File: config.mk
export PLATFORM = sky130hd
export DESIGN_NAME = ps2_mouse_packet_decoder
export DESIGN_NICKNAME = d
export VERILOG_FILES = /design/src/design/pmd_pkg.sv /design/src/design/pmd_front.sv /design/src/design/pmd_fifo.sv /design/src/design/pmd_back.sv /design/src/design/ps2_mouse_packet_decoder.sv
export VERILOG_INCLUDE_DIRS = /design/src /design/src/design
export SDC_FILE = /design/constraint.sdc
export NUM_CORES = 1
export LEC_CHECK = 0
export BUFFER_PORTS_ARGS = -buffer_cell sky130_fd_sc_hd__buf_2
export CAP_MARGIN = 20
export CORE_MARGIN = 2
export CORE_UTILIZATION = 53
export DETAILED_ROUTE_END_ITERATION = 10
export PLACE_DENSITY_LB_ADDON = 0.15
export SYNTH_ARGS = -nofsm -noshare
export SYNTH_HDL_FRONTEND = slang
export SYNTH_SLANG_ARGS = --single-unit
export TNS_END_PERCENT = 20
File: constraint.sdc
create_clock -name clk -period 7.2 [get_ports clk]
set_input_delay 0.72 -clock clk [delete_from_list [all_inputs] [get_ports clk]]
set_output_delay 0.72 -clock clk [all_outputs]
set_load 0.02 [all_outputs]
File: src/design/ps2_mouse_packet_decoder_macros.svh
// Assertion macros shared by the mouse packet decoder modules.
// Requires clk and rst_n in the scope of each use.
`ifndef PS2_MOUSE_PACKET_DECODER_MACROS_SVH
`define PS2_MOUSE_PACKET_DECODER_MACROS_SVH

`ifndef NO_ASSERTIONS
`define PMD_ASSERT(lbl, prop, msg) \
  lbl: assert property (@(posedge clk) disable iff (!rst_n) prop) else $error(msg);
`define PMD_ASSERT_NEVER(lbl, cond, msg) \
  lbl: assert property (@(posedge clk) disable iff (!rst_n) !(cond)) else $error(msg);
`else
`define PMD_ASSERT(lbl, prop, msg)
`define PMD_ASSERT_NEVER(lbl, cond, msg)
`endif

`endif

File: src/design/pmd_pkg.sv
// Shared types and constants of the PS/2 mouse packet decoder.
// No dependencies.
package pmd_pkg;

  localparam int QDEPTH = 2;
  localparam int NBTN   = 5;
  localparam int NPEND  = 9;

  typedef enum logic [1:0] {
    KIND_MOTION = 2'd0,
    KIND_BUTTON = 2'd1,
    KIND_SYNC   = 2'd2
  } pmd_kind_t;

  localparam logic [2:0] CODE_X     = 3'd0;
  localparam logic [2:0] CODE_Y     = 3'd1;
  localparam logic [2:0] CODE_WHEEL = 3'd2;
  localparam logic [2:0] CODE_SYNC  = 3'd0;

  localparam logic [1:0] CFG_ENABLE = 2'd0;
  localparam logic [1:0] CFG_FOUR   = 2'd1;
  localparam logic [1:0] CFG_EXTRA  = 2'd2;

  localparam int BIT_X    = 0;
  localparam int BIT_Y    = 1;
  localparam int BIT_W    = 2;
  localparam int BIT_BTN0 = 3;
  localparam int BIT_SYNC = 8;

  typedef struct packed {
    logic [9:0]      motion_x;
    logic [9:0]      motion_y;
    logic [3:0]      wheel;
    logic [NBTN-1:0] btn_now;
    logic [NBTN-1:0] changed;
  } pmd_pkt_t;

  function automatic logic [NPEND-1:0] pend_mask(input pmd_pkt_t p);
    pend_mask = {1'b1, p.changed, (p.wheel != 4'd0), (p.motion_y != 10'd0),
                 (p.motion_x != 10'd0)};
  endfunction

endpackage

File: src/design/pmd_front.sv
// Front end: configuration registers, byte framing and packet classification.
// Depends on pmd_pkg.
module pmd_front (
  input  logic             clk,
  input  logic             rst_n,
  input  logic             in_valid,
  output logic             in_ready,
  input  logic [7:0]       in_data_byte,
  input  logic             cfg_valid,
  output logic             cfg_ready,
  input  logic [1:0]       cfg_index,
  input  logic             cfg_wdata,
  input  logic             q_full,
  output logic             push,
  output pmd_pkg::pmd_pkt_t push_data
);
  import pmd_pkg::*;

  logic            en_r, four_r, xbtn_r;
  logic [1:0]      idx_r, idx_nxt;
  logic [7:0]      pb_r [3];
  logic [NBTN-1:0] btn_r, btn_nxt;

  logic            take, complete, ovf;
  logic [7:0]      flags, b1, b2;
  logic [NBTN-1:0] newb;
  logic [9:0]      x10, y10;
  logic [3:0]      wheel;

  assign in_ready  = !q_full;
  assign cfg_ready = 1'b1;

  always_comb begin
    take     = in_valid && in_ready && en_r && ((idx_r != 2'd0) || in_data_byte[3]);
    complete = four_r ? (idx_r == 2'd3) : (idx_r >= 2'd2);
    flags    = pb_r[0];
    b1       = pb_r[1];
    b2       = (idx_r == 2'd2) ? in_data_byte : pb_r[2];
    ovf      = |flags[7:6];
    newb     = {four_r && xbtn_r && in_data_byte[5],
                four_r && xbtn_r && in_data_byte[4], flags[2:0]};
    wheel    = four_r ? in_data_byte[3:0] : 4'd0;
    x10      = ovf ? 10'd0 : {flags[4], flags[4], b1};
    y10      = ovf ? 10'd0 : {flags[5], flags[5], b2};
    push_data.motion_x    = x10;
    push_data.motion_y    = ~y10 + 10'd1;
    push_data.wheel       = wheel;
    push_data.btn_now     = newb;
    push_data.changed     = newb ^ btn_r;
    push = take && complete && ((x10 != 10'd0) || (y10 != 10'd0) ||
           (wheel != 4'd0) || (push_data.changed != '0));
    idx_nxt = idx_r;
    if (take) begin
      idx_nxt = complete ? 2'd0 : idx_r + 2'd1;
    end
    btn_nxt = push ? newb : btn_r;
  end

  always_ff @(posedge clk) begin
    if (!rst_n) begin
      en_r   <= 1'b0;
      four_r <= 1'b0;
      xbtn_r <= 1'b0;
      idx_r  <= 2'd0;
      btn_r  <= '0;
    end else begin
      idx_r <= idx_nxt;
      btn_r <= btn_nxt;
      if (cfg_valid && cfg_ready) begin
        case (cfg_index)
          CFG_ENABLE: en_r   <= cfg_wdata;
          CFG_FOUR:   four_r <= cfg_wdata;
          CFG_EXTRA:  xbtn_r <= cfg_wdata;
          default:    ;
        endcase
      end
    end
  end

  always_ff @(posedge clk) begin
    if (take) begin
      case (idx_r)
        2'd0:    pb_r[0] <= in_data_byte;
        2'd1:    pb_r[1] <= in_data_byte;
        2'd2:    pb_r[2] <= in_data_byte;
        default: ;
      endcase
    end
  end

endmodule

File: src/design/pmd_fifo.sv
// Short queue of classified packets between front and back end.
// Depends on pmd_pkg and the assertion macro header.
`include "ps2_mouse_packet_decoder_macros.svh"
module pmd_fifo (
  input  logic              clk,
  input  logic              rst_n,
  input  logic              push,
  input  pmd_pkg::pmd_pkt_t push_data,
  output logic              full,
  input  logic              pop,
  output logic              q_valid,
  output pmd_pkg::pmd_pkt_t q_data
);
  import pmd_pkg::*;

  localparam int PW = $clog2(QDEPTH);
  localparam int CW = $clog2(QDEPTH + 1);

  pmd_pkt_t      mem_r [QDEPTH];
  logic [PW-1:0] wr_r, wr_nxt, rd_r, rd_nxt;
  logic [CW-1:0] cnt_r, cnt_nxt;

  assign full    = (cnt_r == CW'(QDEPTH));
  assign q_valid = (cnt_r != '0);
  assign q_data  = mem_r[rd_r];

  always_comb begin
    wr_nxt  = wr_r;
    rd_nxt  = rd_r;
    cnt_nxt = cnt_r;
    if (push) begin
      wr_nxt = (wr_r == PW'(QDEPTH - 1)) ? '0 : wr_r + PW'(1);
    end
    if (pop) begin
      rd_nxt = (rd_r == PW'(QDEPTH - 1)) ? '0 : rd_r + PW'(1);
    end
    if (push && !pop) begin
      cnt_nxt = cnt_r + CW'(1);
    end else if (pop && !push) begin
      cnt_nxt = cnt_r - CW'(1);
    end
  end

  always_ff @(posedge clk) begin
    if (!rst_n) begin
      wr_r  <= '0;
      rd_r  <= '0;
      cnt_r <= '0;
    end else begin
      wr_r  <= wr_nxt;
      rd_r  <= rd_nxt;
      cnt_r <= cnt_nxt;
    end
  end

  always_ff @(posedge clk) begin
    if (push) begin
      mem_r[wr_r] <= push_data;
    end
  end

  `PMD_ASSERT_NEVER(a_no_overflow, push && full && !pop, "push into full queue")
  `PMD_ASSERT_NEVER(a_no_underflow, pop && !q_valid, "pop from empty queue")
  `PMD_ASSERT(a_count_range, cnt_r <= CW'(QDEPTH), "queue count out of range")

endmodule

File: src/design/pmd_back.sv
// Back end: walks one classified packet into its result items.
// Depends on pmd_pkg and the assertion macro header.
`include "ps2_mouse_packet_decoder_macros.svh"
module pmd_back (
  input  logic              clk,
  input  logic              rst_n,
  input  logic              q_valid,
  input  pmd_pkg::pmd_pkt_t q_data,
  output logic              pop,
  output logic              out_valid,
  input  logic              out_ready,
  output logic [1:0]        out_event_kind,
  output logic [2:0]        out_event_code,
  output logic signed [9:0] out_event_value,
  output logic              out_last_of_packet
);
  import pmd_pkg::*;

  pmd_pkt_t         desc_r, desc_nxt;
  logic [NPEND-1:0] pend_r, pend_nxt, pend_left, sel;
  logic             issue;
  logic             out_valid_r, out_valid_nxt;
  pmd_kind_t        kind_r, kind_nxt;
  logic [2:0]       code_r, code_nxt;
  logic [9:0]       value_r, value_nxt;
  logic             last_r, last_nxt;

  always_comb begin
    sel       = pend_r & (~pend_r + NPEND'(1));
    issue     = (pend_r != '0) && (!out_valid_r || out_ready);
    pend_left = issue ? (pend_r & ~sel) : pend_r;
    pop       = q_valid && (pend_left == '0);
    pend_nxt  = pop ? pend_mask(q_data) : pend_left;
    desc_nxt  = pop ? q_data : desc_r;
    out_valid_nxt = issue || (out_valid_r && !out_ready);
  end

  always_comb begin
    kind_nxt  = kind_r;
    code_nxt  = code_r;
    value_nxt = value_r;
    last_nxt  = last_r;
    if (issue) begin
      kind_nxt  = KIND_SYNC;
      code_nxt  = CODE_SYNC;
      value_nxt = 10'd0;
      last_nxt  = 1'b1;
      if (sel[BIT_X]) begin
        kind_nxt  = KIND_MOTION;
        code_nxt  = CODE_X;
        value_nxt = desc_r.motion_x;
        last_nxt  = 1'b0;
      end else if (sel[BIT_Y]) begin
        kind_nxt  = KIND_MOTION;
        code_nxt  = CODE_Y;
        value_nxt = desc_r.motion_y;
        last_nxt  = 1'b0;
      end else if (sel[BIT_W]) begin
        kind_nxt  = KIND_MOTION;
        code_nxt  = CODE_WHEEL;
        value_nxt = {{6{desc_r.wheel[3]}}, desc_r.wheel};
        last_nxt  = 1'b0;
      end else begin
        for (int b = 0; b < NBTN; b++) begin
          if (sel[BIT_BTN0 + b]) begin
            kind_nxt  = KIND_BUTTON;
            code_nxt  = 3'(b);
            value_nxt = {9'd0, desc_r.btn_now[b]};
            last_nxt  = 1'b0;
          end
        end
      end
    end
  end

  always_ff @(posedge clk) begin
    if (!rst_n) begin
      pend_r      <= '0;
      out_valid_r <= 1'b0;
    end else begin
      pend_r      <= pend_nxt;
      out_valid_r <= out_valid_nxt;
    end
  end

  always_ff @(posedge clk) begin
    desc_r  <= desc_nxt;
    kind_r  <= kind_nxt;
    code_r  <= code_nxt;
    value_r <= value_nxt;
    last_r  <= last_nxt;
  end

  assign out_valid          = out_valid_r;
  assign out_event_kind     = kind_r;
  assign out_event_code     = code_r;
  assign out_event_value    = value_r;
  assign out_last_of_packet = last_r;

  `PMD_ASSERT(a_sync_closes, issue && sel[BIT_SYNC] |-> pend_left == '0, "sync not last")
  `PMD_ASSERT(a_pend_has_sync, pend_r != '0 |-> pend_r[BIT_SYNC], "run without sync")
  `PMD_ASSERT(a_stall_holds,
              out_valid_r && !out_ready && pend_r != '0 |=> pend_r == $past(pend_r),
              "pending run advanced under stall")

endmodule

File: src/design/ps2_mouse_packet_decoder.sv
// PS/2 mouse packet decoder. Bytes are framed into 3- or 4-byte packets; a
// completed packet that moves, scrolls or changes a button is queued (two
// deep) and then walked into result items: nonzero X, negated Y and wheel,
// changed buttons, and a closing sync item with last_of_packet set. A byte is
// accepted in any cycle the packet queue has room, so bytes stream at one per
// cycle; the back end issues one result item per cycle unless out_ready stalls
// it, and a packet yields two to nine result items. No clearing pass after
// reset. Configuration writes are taken every cycle.
// Depends on pmd_pkg, pmd_front, pmd_fifo and pmd_back.
module ps2_mouse_packet_decoder (
  input  logic              clk,
  input  logic              rst_n,
  input  logic              in_valid,
  output logic              in_ready,
  input  logic [7:0]        in_data_byte,
  output logic              out_valid,
  input  logic              out_ready,
  output logic [1:0]        out_event_kind,
  output logic [2:0]        out_event_code,
  output logic signed [9:0] out_event_value,
  output logic              out_last_of_packet,
  input  logic              cfg_valid,
  output logic              cfg_ready,
  input  logic [1:0]        cfg_index,
  input  logic              cfg_wdata
);
  import pmd_pkg::*;

  logic     q_full, push, pop, q_valid;
  pmd_pkt_t push_data, q_data;

  pmd_front u_front (
    .clk          (clk),
    .rst_n        (rst_n),
    .in_valid     (in_valid),
    .in_ready     (in_ready),
    .in_data_byte (in_data_byte),
    .cfg_valid    (cfg_valid),
    .cfg_ready    (cfg_ready),
    .cfg_index    (cfg_index),
    .cfg_wdata    (cfg_wdata),
    .q_full       (q_full),
    .push         (push),
    .push_data    (push_data)
  );

  pmd_fifo u_fifo (
    .clk       (clk),
    .rst_n     (rst_n),
    .push      (push),
    .push_data (push_data),
    .full      (q_full),
    .pop       (pop),
    .q_valid   (q_valid),
    .q_data    (q_data)
  );

  pmd_back u_back (
    .clk                (clk),
    .rst_n              (rst_n),
    .q_valid            (q_valid),
    .q_data             (q_data),
    .pop                (pop),
    .out_valid          (out_valid),
    .out_ready          (out_ready),
    .out_event_kind     (out_event_kind),
    .out_event_code     (out_event_code),
    .out_event_value    (out_event_value),
    .out_last_of_packet (out_last_of_packet)
  );

endmodule
== Word level (Yosys, flattened, before mapping) ==
Memory sizes are Yosys's and may differ from the RTL's. A register that Yosys moved wholly into a read port is not among the register bits.
Index checks and enable logic that the tools add are counted.

* Flip-flop bits (word level): 69
* Bits in latches: 0
* RAM bits: 92
* Bits in read-only memories: 0
* Input port bits: 16
* Output and inout bits: 19
* Memories kept: 2

{| class="wikitable"
|+ Memory list
! memory !! depth !! width !! read ports !! clocked after memory_dff !! wr ports !! line !! text
|-
| u_fifo.mem_r || 2 || 34 || 1 || 1 || 1 || pmd_fifo.sv:19 || <nowiki>pmd_pkt_t mem_r [QDEPTH];</nowiki>
|-
| u_front.pb_r || 3 || 8 || 3 || 0 || 1 || pmd_front.sv:21 || <nowiki>logic [7:0] pb_r [3];</nowiki>
|}

* Add/subtract/negate cells: 7
* Multiply operators: 0
* Divide/modulo/power cells: 0
* $lt $le $gt $ge: 1
* Eq/ne operators: 6
* Shifts and indexed selects: 0
* Muxes and demuxes: 51
* Bitwise operators: 6
* Reductions and logical operators: 47

{| class="wikitable"
|+ Operators by type and width
! operator !! number
|-
| $mux W10 || 5
|-
| $reduce_bool A10 Y1 || 4
|-
| $mux W1 || 30
|-
| $mux W8 || 3
|-
| $and A9 B9 Y9 || 2
|-
| $mux W2 || 9
|-
| $mux W9 || 2
|-
| $not A9 Y9 || 2
|-
| $reduce_or A8 Y1 || 2
|-
| $logic_and A1 B1 Y1 || 13
|-
| $add A10 B1 Y10 const B || 1
|-
| $not A10 Y10 || 1
|-
| $add A9 B1 Y9 const B || 1
|-
| $logic_not A9 Y1 || 1
|-
| $reduce_bool A9 Y1 || 1
|-
| $eq A2 B2 Y1 const B || 4
|-
| $reduce_bool A4 Y1 || 2
|-
| $reduce_or A7 Y1 || 1
|-
| $logic_or A1 B1 Y1 || 6
|-
| $reduce_and A2 Y1 || 3
|-
| $reduce_bool A2 Y1 || 3
|-
| $logic_not A1 Y1 || 5
|-
| $reduce_bool A5 Y1 || 1
|-
| $xor A5 B5 Y5 || 1
|-
| other kinds (10) || 15
|}

== Logic depth before layout (Yosys ltp) ==
Gate-level depths: netlist (run 1).

* Depth in word-level cells: 12
* Mapped depth: 17
* Mapped depth without buffers: 16

== Hierarchy ==
From an unflattened synthesis (run 1), not the netlist that was laid out.

* Cell total of the unflattened synthesis: 498
* Area total of the unflattened synthesis: 6864.1 um2

{| class="wikitable"
|+ By module, submodules not included
! module !! instances !! cells an instance !! area an instance (um2) !! seq. area each (um2)
|-
| pmd_fifo || 1 || 128 || 2673.8 || 2142.1
|-
| pmd_back || 1 || 185 || 2285.9 || 1521.5
|-
| pmd_front || 1 || 185 || 1904.3 || 890.9
|}

== Least setup slack after synthesis (run 1) ==
No wires, ideal clock.

* Path kind: register to register
* From: register u_front.idx_r[0]
* To: memory u_fifo.mem_r[0][0] in the netlist's numbering (enable)
* Library setup time: 427 ps
* Arrival: 4068 ps
* Slack: 2705 ps
* Stages on the path, launching flop included: 15
* Path buffers: 1
* Clock period less this slack: 4495 ps
* Cells stage by stage: dfxtp_1 inv_1 ha_1 buf_1 mux2_2 and2_1 inv_1 ha_1 inv_1 or3_1 nor3_1 ha_1 and3_1 a31oi_2 nor2b_1

* Cells in the longest elaborated chain, start to end: 10
* Elaborated cells between the ends (all ways): 17
* Classes of those cells: 1 x order compare; 2 x eq/ne; 5 x mux; 9 x reduce/logical

{| class="wikitable"
|+ RTL lines
! item !! line !! text
|-
| start: declaration || pmd_front.sv:20 || <nowiki>logic [1:0] idx_r, idx_nxt;</nowiki>
|-
| start signal: assignment || pmd_front.sv:67 || <nowiki>idx_r <= idx_nxt;</nowiki>
|-
| $eq A2 B2 Y1 || pmd_front.sv:38 || <nowiki>b2 = (idx_r == 2'd2) ? in_data_byte : pb_r[2];</nowiki>
|-
| $mux W8 || pmd_front.sv:38 ||
|-
| $mux W10 || pmd_front.sv:44 || <nowiki>y10 = ovf ? 10'd0 : {flags[5], flags[5], b2};</nowiki>
|-
| $reduce_bool A10 Y1 || pmd_front.sv:50 || <nowiki>push = take && complete && ((x10 != 10'd0) || (y10 != 10'd0) ||</nowiki>
|-
| $logic_or A1 B1 Y1 (2 in a row) || pmd_front.sv:50 ||
|-
| $logic_or A1 B1 Y1 || pmd_front.sv:51 || <nowiki>(wheel != 4'd0) || (push_data.changed != '0));</nowiki>
|-
| $logic_and A1 B1 Y1 * || pmd_front.sv:50 ||
|-
| $mux W1 * || pmd_fifo.sv:57 || <nowiki>if (push) begin</nowiki>
|-
| $mux W1 (implied by the code) * || pmd_fifo.sv:58 || <nowiki>mem_r[wr_r] <= push_data;</nowiki>
|-
| end: declaration || pmd_fifo.sv:19 ||
|}

Mark *: on every way between the ends. The rest lies on a longest branch, timed or not.

== Worst setup path after layout (run 1) ==
* From: register u_front.idx_r[0]
* To: register u_fifo.cnt_r[1]

* Cells in the longest elaborated chain, start to end: 11
* Elaborated cells between the ends (all ways): 20
* Classes of those cells: 1 x order compare; 2 x eq/ne; 4 x mux; 13 x reduce/logical

{| class="wikitable"
|+ RTL lines
! item !! line !! text
|-
| $eq A2 B2 Y1 || pmd_front.sv:38 ||
|-
| $mux W8 || pmd_front.sv:38 ||
|-
| $mux W10 || pmd_front.sv:44 ||
|-
| $reduce_bool A10 Y1 || pmd_front.sv:50 ||
|-
| $logic_or A1 B1 Y1 (2 in a row) || pmd_front.sv:50 ||
|-
| $logic_or A1 B1 Y1 || pmd_front.sv:51 ||
|-
| $logic_and A1 B1 Y1 * || pmd_front.sv:50 ||
|-
| $logic_not A1 Y1 || pmd_fifo.sv:39 || <nowiki>end else if (pop && !push) begin</nowiki>
|-
| $logic_and A1 B1 Y1 || pmd_fifo.sv:39 ||
|-
| $reduce_bool A2 Y1 (no source line) || n/a ||
|-
| end signal: assignment || pmd_fifo.sv:52 || <nowiki>cnt_r <= cnt_nxt;</nowiki>
|-
| end: declaration || pmd_fifo.sv:21 || <nowiki>logic [CW-1:0] cnt_r, cnt_nxt;</nowiki>
|}

Marked as above.
A chain may end at the register's enable or synchronous reset.

==> results of run 1 <==
## cells in the mapped netlist (2+ instances only)
library cell and number:
a211oi_1 2, buf_2 4, or2_2 3, and2_1 19
o21a_1 3, nor4_1 8, o21ai_0 10, a21oi_1 12
buf_6 2, inv_1 9, or3_1 3, buf_1 4
o21ai_1 3, buf_4 2, o22ai_1 2, nand2_1 30
clkbuf_1 9, xnor2_1 6, edfxtp_1 132, a22oi_1 2
a31oi_1 3, nor2_1 30, xor2_1 9, and3_1 4
o311ai_0 3, nor2b_1 4, mux2i_1 23, nor4_4 2
nor3_1 8, o31ai_1 2, ha_1 7, nand2b_1 5
a221oi_1 2, dfxtp_1 25, o41ai_1 2, nand3b_1 2
nand3_1 2, mux2_2 30
## layout make-up
cell class | count | area [um2]
clock buffer | 17 | 425
clock inverter | 14 | 144
fill | 922 | 4630
inverter | 10 | 37.5
multi-input combinational | 264 | 1920
sequential | 157 | 4460
tap | 147 | 184
timing repair buffer | 38 | 203
## worst reg2reg max path: cells and delay by family (launching register included)
family	cells	cell delay [ns]
compound gates	2	0.38
buf+inv	3	0.22
flops	1	0.34
xor+xnor	1	0.15
simple gates	5	1.26
mux	1	0.39
fa+ha+maj	4	1.15
## routing by layer
metal,track usage [%],wire length (um),vias to the layer above
met4,6.27,133,0
met1,26.1,5320,1699
li1,-,-,1762
met5,0,0,-
met3,5.38,459,13
met2,27.3,5050,69
## metrics by stage
stage | utilization, % | hold slack, ns | cells | area (um2)
after floorplan | - | 0.446 | 452 | 6530
after global placement | 56.6 | 0.457 | 615 | 6800
after detailed placement | 56.6 | 0.461 | 615 | 6800
after CTS | 61.4 | 0.474 | 646 | 7370
after global routing | 61.4 | 0.495 | 647 | 7380
final | 61.4 | 0.472 | 647 | 7380
## power breakdown
| part | leakage [nW] | internal, W | switching [W] | total [W] |
|---|---|---|---|---|
| clock | 0.273 | 0.000508 | 0.000346 | 0.000854 |
| combinational | 0.868 | 0.000240 | 0.000378 | 0.000619 |
| sequential | 1.43 | 0.00121 | 0.000101 | 0.00131 |
## cells by family (layout without fill, tap and decap cells)
family / count (synthesis) / after routing / synth area share, %
flip-flops: 157 / 157 / 68.4
buffers and inverters: 31 / 79 / 2.20
XOR/XNOR: 15 / 15 / 2.01
multiplexers: 53 / 53 / 8.71
AO/OA/AOI/OAI: 58 / 58 / 6.31
adder cells (fa/ha/maj): 8 / 8 / 1.51
AND/OR/NAND/NOR: 129 / 129 / 10.8
other: 1 / 1 / 0.0575
## path summary, 6_finish.rpt
kind / startpoint / to / slack (ns) / cells after the start
setup reg to reg: u_front.idx_r[0] / u_fifo.cnt_r[1] / 3.23 / 16
setup / recovery: u_front.idx_r[0] / u_fifo.cnt_r[1] / 3.23 / 16
hold reg to reg: u_front.btn_r[1] / u_front.btn_r[1] / 0.47 / 2
hold / removal: u_front.btn_r[1] / u_front.btn_r[1] / 0.47 / 2
## flip-flops by register name, indices dropped and copies added (netlist names), 2 cells and up, named ones only
signal,cells
u_back.pend_r,9
u_front.pb_r,23
u_fifo.cnt_r,2
u_back.desc_r,28
u_front.btn_r,5
u_front.idx_r,2
u_fifo.mem_r,66
u_back.out_event_value,10
u_back.out_event_code,3
u_back.out_event_kind,2
==> results.md, run 1 <==
- Sink Count: about 160
- Final period util: a little under three fifths
- Gr usage total: a little under a fifth
- Synth top area cells: edfxtp_1 (61%), dfxtp_1 (7.7%), mux2_2 (5.2%)
- Pre-CTS WS: between 3 and 4 ns
- Clk_skew: ~0.010 ns
- Max-cap violations: 0
- Number of synthesized flops with an enable pin: 132
- Detailed-route wire length per cell: about 17 um
- Layout cells sized above 1: between 20% and 30%
- Largest net degree at the start of global routing: 34
- DRC Markers: 0
- Die Height: approximately 110 um
- Final worst slack: ~3.2 ns
- Outcome: completed
- Hold Vio Cnt, Final: 0
- Predominant post-synthesis flop cell: edfxtp_1
- Leak Pwr: ~2.6 nW
- Critical Path Source Type: flip-flop
- Power Total: 0.00279 W
- Die X: 115 um
- # IOs: 35
- Register area share after synthesis: between 60 and 70%
- Via count: about 3500
- Worst slew pin tran: about 0.72 ns
- Max FO, Critical Path: 12
- Synth area leader: edfxtp_1
- Rel. slew slack: ~52%
- Synth Register Bits: between 150 and 200
- Max Root-Sink Buffers: 2
- Number of global-route vias before repair: around 3500
- Nets: 511
- Initial drt markers: 230
- RSZ-0062 raised after global routing: false
- Placer Congestion: 0.778
- Top-area cell type share of the netlist area: between 60% and 70%
- CTS tree: done
- Final TNS setup: 0 ns
- Power per cell area: approximately 380 nW/um2
- Number of gates resized after cts: 0
- Antenna-violating nets left: 0
- Initial Util: 54.3%
- Clock transition at path regs: about 0.060 ns
- Synth unique cells: 62
- Worst vdd ir: 0.154 mV
- Most frequent cells in the layout: edfxtp_1 (132), buf_2 (33), nor2_1 (30), nand2_1 (30), mux2_2 (30)
- Largest stage delay, worst path: between 0.4 and 0.5 ns
- Final Slew Violations: 0
- Crit path kind: reg2reg
- Postcts setup bufs: 0
- Post-Synthesis Cells: around 450
- Clock root buffer: clkbuf_16
- Min Tclk post-route: 3.97 ns
- First-pass GRT wire length: ~18000 um
- ANT cells: 0
- Layout area overhead: 13.1%
- Async SR Flop Fraction: 0%
- Critical path's top delay family: simple AND/OR/NAND/NOR gates
- Hpwl dp: 7450 um
- Critical path's most frequent cell: ha_1
- Mean Syn Cell Area: 14.4 um2
- Syn Std Cell Area: between 6000 and 7000 um2
- Setup crit end kind: flip-flop
- Synth Warn #: 0
- Floorplan row count: 40
- Commonest non-fill, non-tap cell in the layout: edfxtp_1
- Die footprint: between 10000 and 15000 um2
- Total grt overflow: 0
- Worst-Skew Late Latency: 0.42 ns
- Htree depth: 4
- Syn nets: around 480
- Crit path required time: roughly 7.5 ns
- Peak Freq: ~250 MHz
- Worst EP arrival: between 4 and 5 ns
- Inserted Clock Buffers: 17
- Drt pass-1 iters: 4
- Setup violators final: 0
- Routed wire length: roughly 11000 um
- Cts hold-fix bufs: 0
- Core area: around 12000 um2
- Slowest cell on crit path: ha_1
- Worst path bufs/invs: 3
- Antenna violations before repair: 0
- IO buf count: 33
- Min-Delay Path Class: reg2reg
- DR vias/cell: roughly 5.5
- Cells along the critical path: inv_1 -> ha_1 -> mux2_2 -> and2_1 -> inv_1 -> ha_1 -> inv_1 -> or3_1 -> nor3_1 -> ha_1 -> and3_1 -> a31oi_2 -> ha_1 -> xor2_1 -> or3_1 -> a21oi_1
No activity file was read; power rests on OpenSTA's default activity.
==> run 2: changes to the inputs <==
- clock period: 7.2 -> 3.5 ns (I/O delays scaled with it)
==> run 2 against run 1 <==
Highest routed layer unchanged. Hold slack worse by 0.31 ns. Final area up 1.4%. Via count up 1.5%. Die area unchanged. Setup slack worse by 3.1 ns. Register-to-register slack worse by 3.1 ns. Power up 110%.
==> results.md, run 2 (synthesis results as in run 1) <==
- Most frequent cells in the layout: edfxtp_1 (132), buf_2 (33), nor2_1 (30), nand2_1 (30), mux2_2 (30) (unchanged)
- Sink Count: 157 (unchanged)
- Hpwl dp: 7800 um (was 7450 um)
- Crit path kind: reg2reg (unchanged)
- Multi-input gate area: 1970 um2 (was 1920 um2)
- Via count: 3596 (was 3543)
- # IOs: 35 (unchanged)
- Hold WS: 0.159 ns (was 0.472 ns)
- Final TNS setup: 0 ns (unchanged)
- Max FO, Critical Path: 4 (was 12)
- Final period util: 97.5% (was 55.1%)
- Die footprint: 13200 um2 (unchanged)
- Die X: 115 um (unchanged)
- Worst vdd ir: 0.314 mV (was 0.154 mV)
- Largest stage delay, worst path: 0.42 ns (was 0.49 ns)
- Clk_skew: 0.00535 ns (was 0.0104 ns)
- Initial Util: 54.3% (unchanged)
- Slowest cell on crit path: or3_1 (was ha_1)
- Pre-CTS WS: -0.000612 ns (was 3.21 ns)
- Max Root-Sink Buffers: 2 (unchanged)
- Outcome: completed (unchanged)
- Setup crit end kind: flip-flop (unchanged)
- Combinational share of power: 23.5% (was 22.2%)
- Inserted Clock Buffers: 17 (unchanged)
- Number of global-route vias before repair: 3476 (was 3451)
- DRC Markers: 0 (unchanged)
- Placer Congestion: 0.792 (was 0.778)
- Critical path's most frequent cell: inv_1 (was ha_1)
- Cts hold-fix bufs: 0 (unchanged)
- Peak Freq: 293 MHz (was 252 MHz)
- Flop pwr share: 46.4% (was 47.1%)
- RSZ-0062 raised after global routing: true (was false)
- Final Slew Violations: 0 (unchanged)
- Hold Path Stages: 1 (was 2)
- Min-Delay Path Class: in2reg (was reg2reg)
- Critical Path Source Type: flip-flop (unchanged)
- Worst slew pin tran: 0.848 ns (was 0.718 ns)
- Leak Pwr: 2.60 nW (was 2.57 nW)
- Layout cells sized above 1: 23.8% (was 22.0%)
- Nets: 519 (was 511)
- Die Height: 115 um (unchanged)
- Core area: 12000 um2 (unchanged)
- Hold Vio Cnt, Final: 0 (unchanged)
- Critical path's top delay family: simple AND/OR/NAND/NOR gates (unchanged)
- Crit path depth: 16 (unchanged)
- Routed wire length: 11400 um (was 11000 um)
- Reg2reg path depth: 16 (unchanged)
- Detailed-route wire length per cell: 17.5 um (was 16.9 um)
- Max FFs per register: 66 (unchanged)
- ANT cells: 0 (unchanged)
- Rel. slew slack: 42.8% (was 52.0%)
- IO buf count: 33 (unchanged)
- Floorplan row count: 40 (unchanged)
- Antenna-violating nets left: 0 (unchanged)
- Gr usage total: 18.7% (was 18.4%)
- Cells along the critical path: inv_1 -> ha_2 -> mux2_2 -> and2_1 -> inv_1 -> ha_1 -> inv_1 -> or3_1 -> nor3_2 -> ha_1 -> and3_1 -> a31oi_4 -> ha_4 -> xor2_1 -> or3_1 -> a21oi_1 (was inv_1 -> ha_1 -> mux2_2 -> and2_1 -> inv_1 -> ha_1 -> inv_1 -> or3_1 -> nor3_1 -> ha_1 -> and3_1 -> a31oi_2 -> ha_1 -> xor2_1 -> or3_1 -> a21oi_1)
- FF+latch area: 4470 um2 (was 4460 um2)
- Total grt overflow: 0 (unchanged)
- First-pass GRT wire length: 18300 um (was 17900 um)
- Most flops, register: u_fifo.mem_r (unchanged)
- Setup violators final: 0 (unchanged)
- Layout area overhead: 14.6% (was 13.1%)
- Internal: 0.00405 W (was 0.00196 W)
- Largest net degree at the start of global routing: 34 (unchanged)
- Power per cell area: 769 nW/um2 (was 378 nW/um2)
- Postcts setup bufs: 0 (unchanged)
- Placed cell count: 622 (was 615)
- Sw Share: 29.6% (about the same)
- CTS tree: done (unchanged)
- Worst path bufs/invs: 3 (unchanged)
- Largest registers: u_fifo.mem_r (66), u_back.desc_r (28), u_front.pb_r (23) (unchanged)
- Final Instance Count excl. Fillers: 656 (was 647)
- Sw Pwr: 0.00170 W (was 0.000825 W)
- Clock transition at path regs: 0.06 ns (about the same)
- Commonest non-fill, non-tap cell in the layout: edfxtp_1 (unchanged)
- Min Tclk post-route: 3.41 ns (was 3.97 ns)
- Placed Area: 6880 um2 (was 6800 um2)
- Max-cap violations: 0 (unchanged)
- Clock share of power: 30.1% (was 30.7%)
- Drt pass-1 iters: 4 (unchanged)
- DR vias/cell: 5.48 (about the same)
- Antenna violations before repair: 0 (unchanged)
- Initial drt markers: 178 (was 230)
- Final worst slack: 0.0864 ns (was 3.23 ns)
- Crit path required time: 3.84 ns (was 7.54 ns)
- Clock root buffer: clkbuf_16 (unchanged)
- Worst EP arrival: 3.75 ns (was 4.31 ns)
- FILL cells: 909 (was 922)
- Worst-Skew Late Latency: 0.42 ns (about the same)
- Design area: 7480 um2 (was 7380 um2)
- Htree depth: 4 (unchanged)
==> run 2: cell count changes in the layout (fill, tap and decap cells not counted), sizes merged <==
cell      before  now
clkbuf        17   20
nor2b          4    5
inv           12   10
clkinv         8    7
clkinvlp       2    3
buf           38   45
==> run 2: through the flow <==
stage          util, %  total power (W)
6_report          62.3          0.00575
2_1_floorplan        -          0.00370
3_3_place_gp      57.3          0.00400
4_1_cts           61.9          0.00576
5_1_grt           62.3          0.00604
3_5_place_dp      57.3          0.00403
==> run 2: timing repair <==
| action | in CTS | in global routing |
|---|---|---|
| resized for setup | 1 | 4 |
| gates cloned | 0 | 1 |
| setup endpoints to repair | 1 | 67 |
==> run 2: final timing paths <==
| path | slack, ns | endpoint | from |
|---|---|---|---|
| worst max-delay path | 0.09 | u_fifo.cnt_r[1] | u_front.idx_r[0] |
| worst min-delay path | 0.16 | u_front.pb_r[0][23] | in_data_byte[7] |
| worst max register to register | 0.09 | u_fifo.cnt_r[1] | u_front.idx_r[0] |
| worst min register to register | 0.48 | u_front.btn_r[2] | u_front.btn_r[2] |
==> run 2: per-layer routing <==
layer | GRT usage, % | share of wire, % | up-vias
li1 | - | - | 1785
met1 | 25.3 | 47 | 1720
met2 | 28.9 | 47 | 74
met3 | 4.96 | 3.9 | 17
met4 | 7.79 | 1.8 | 0
met5 | 0 | 0 | -
==> run 2: layout make-up <==
type | count | share of cell area, %
Clock inverter | 12 | 1.62
Sequential cell | 157 | 59.7
Timing Repair Buffer | 45 | 3.58
Tap cell | 147 | 2.46
Inverter | 10 | 0.502
Multi-Input combinational cell | 265 | 26.3
Clock buffer | 20 | 5.84
==> run 2: power by group through the flow <==
stage                     clock [W]  combinational, W  sequential [W]
after detailed placement          0           0.00132         0.00272
after floorplan                   0          0.000952         0.00275
after global placement            0           0.00129         0.00271
after global routing        0.00183           0.00150         0.00271
final                       0.00173           0.00135         0.00267
after CTS                   0.00176           0.00133         0.00268
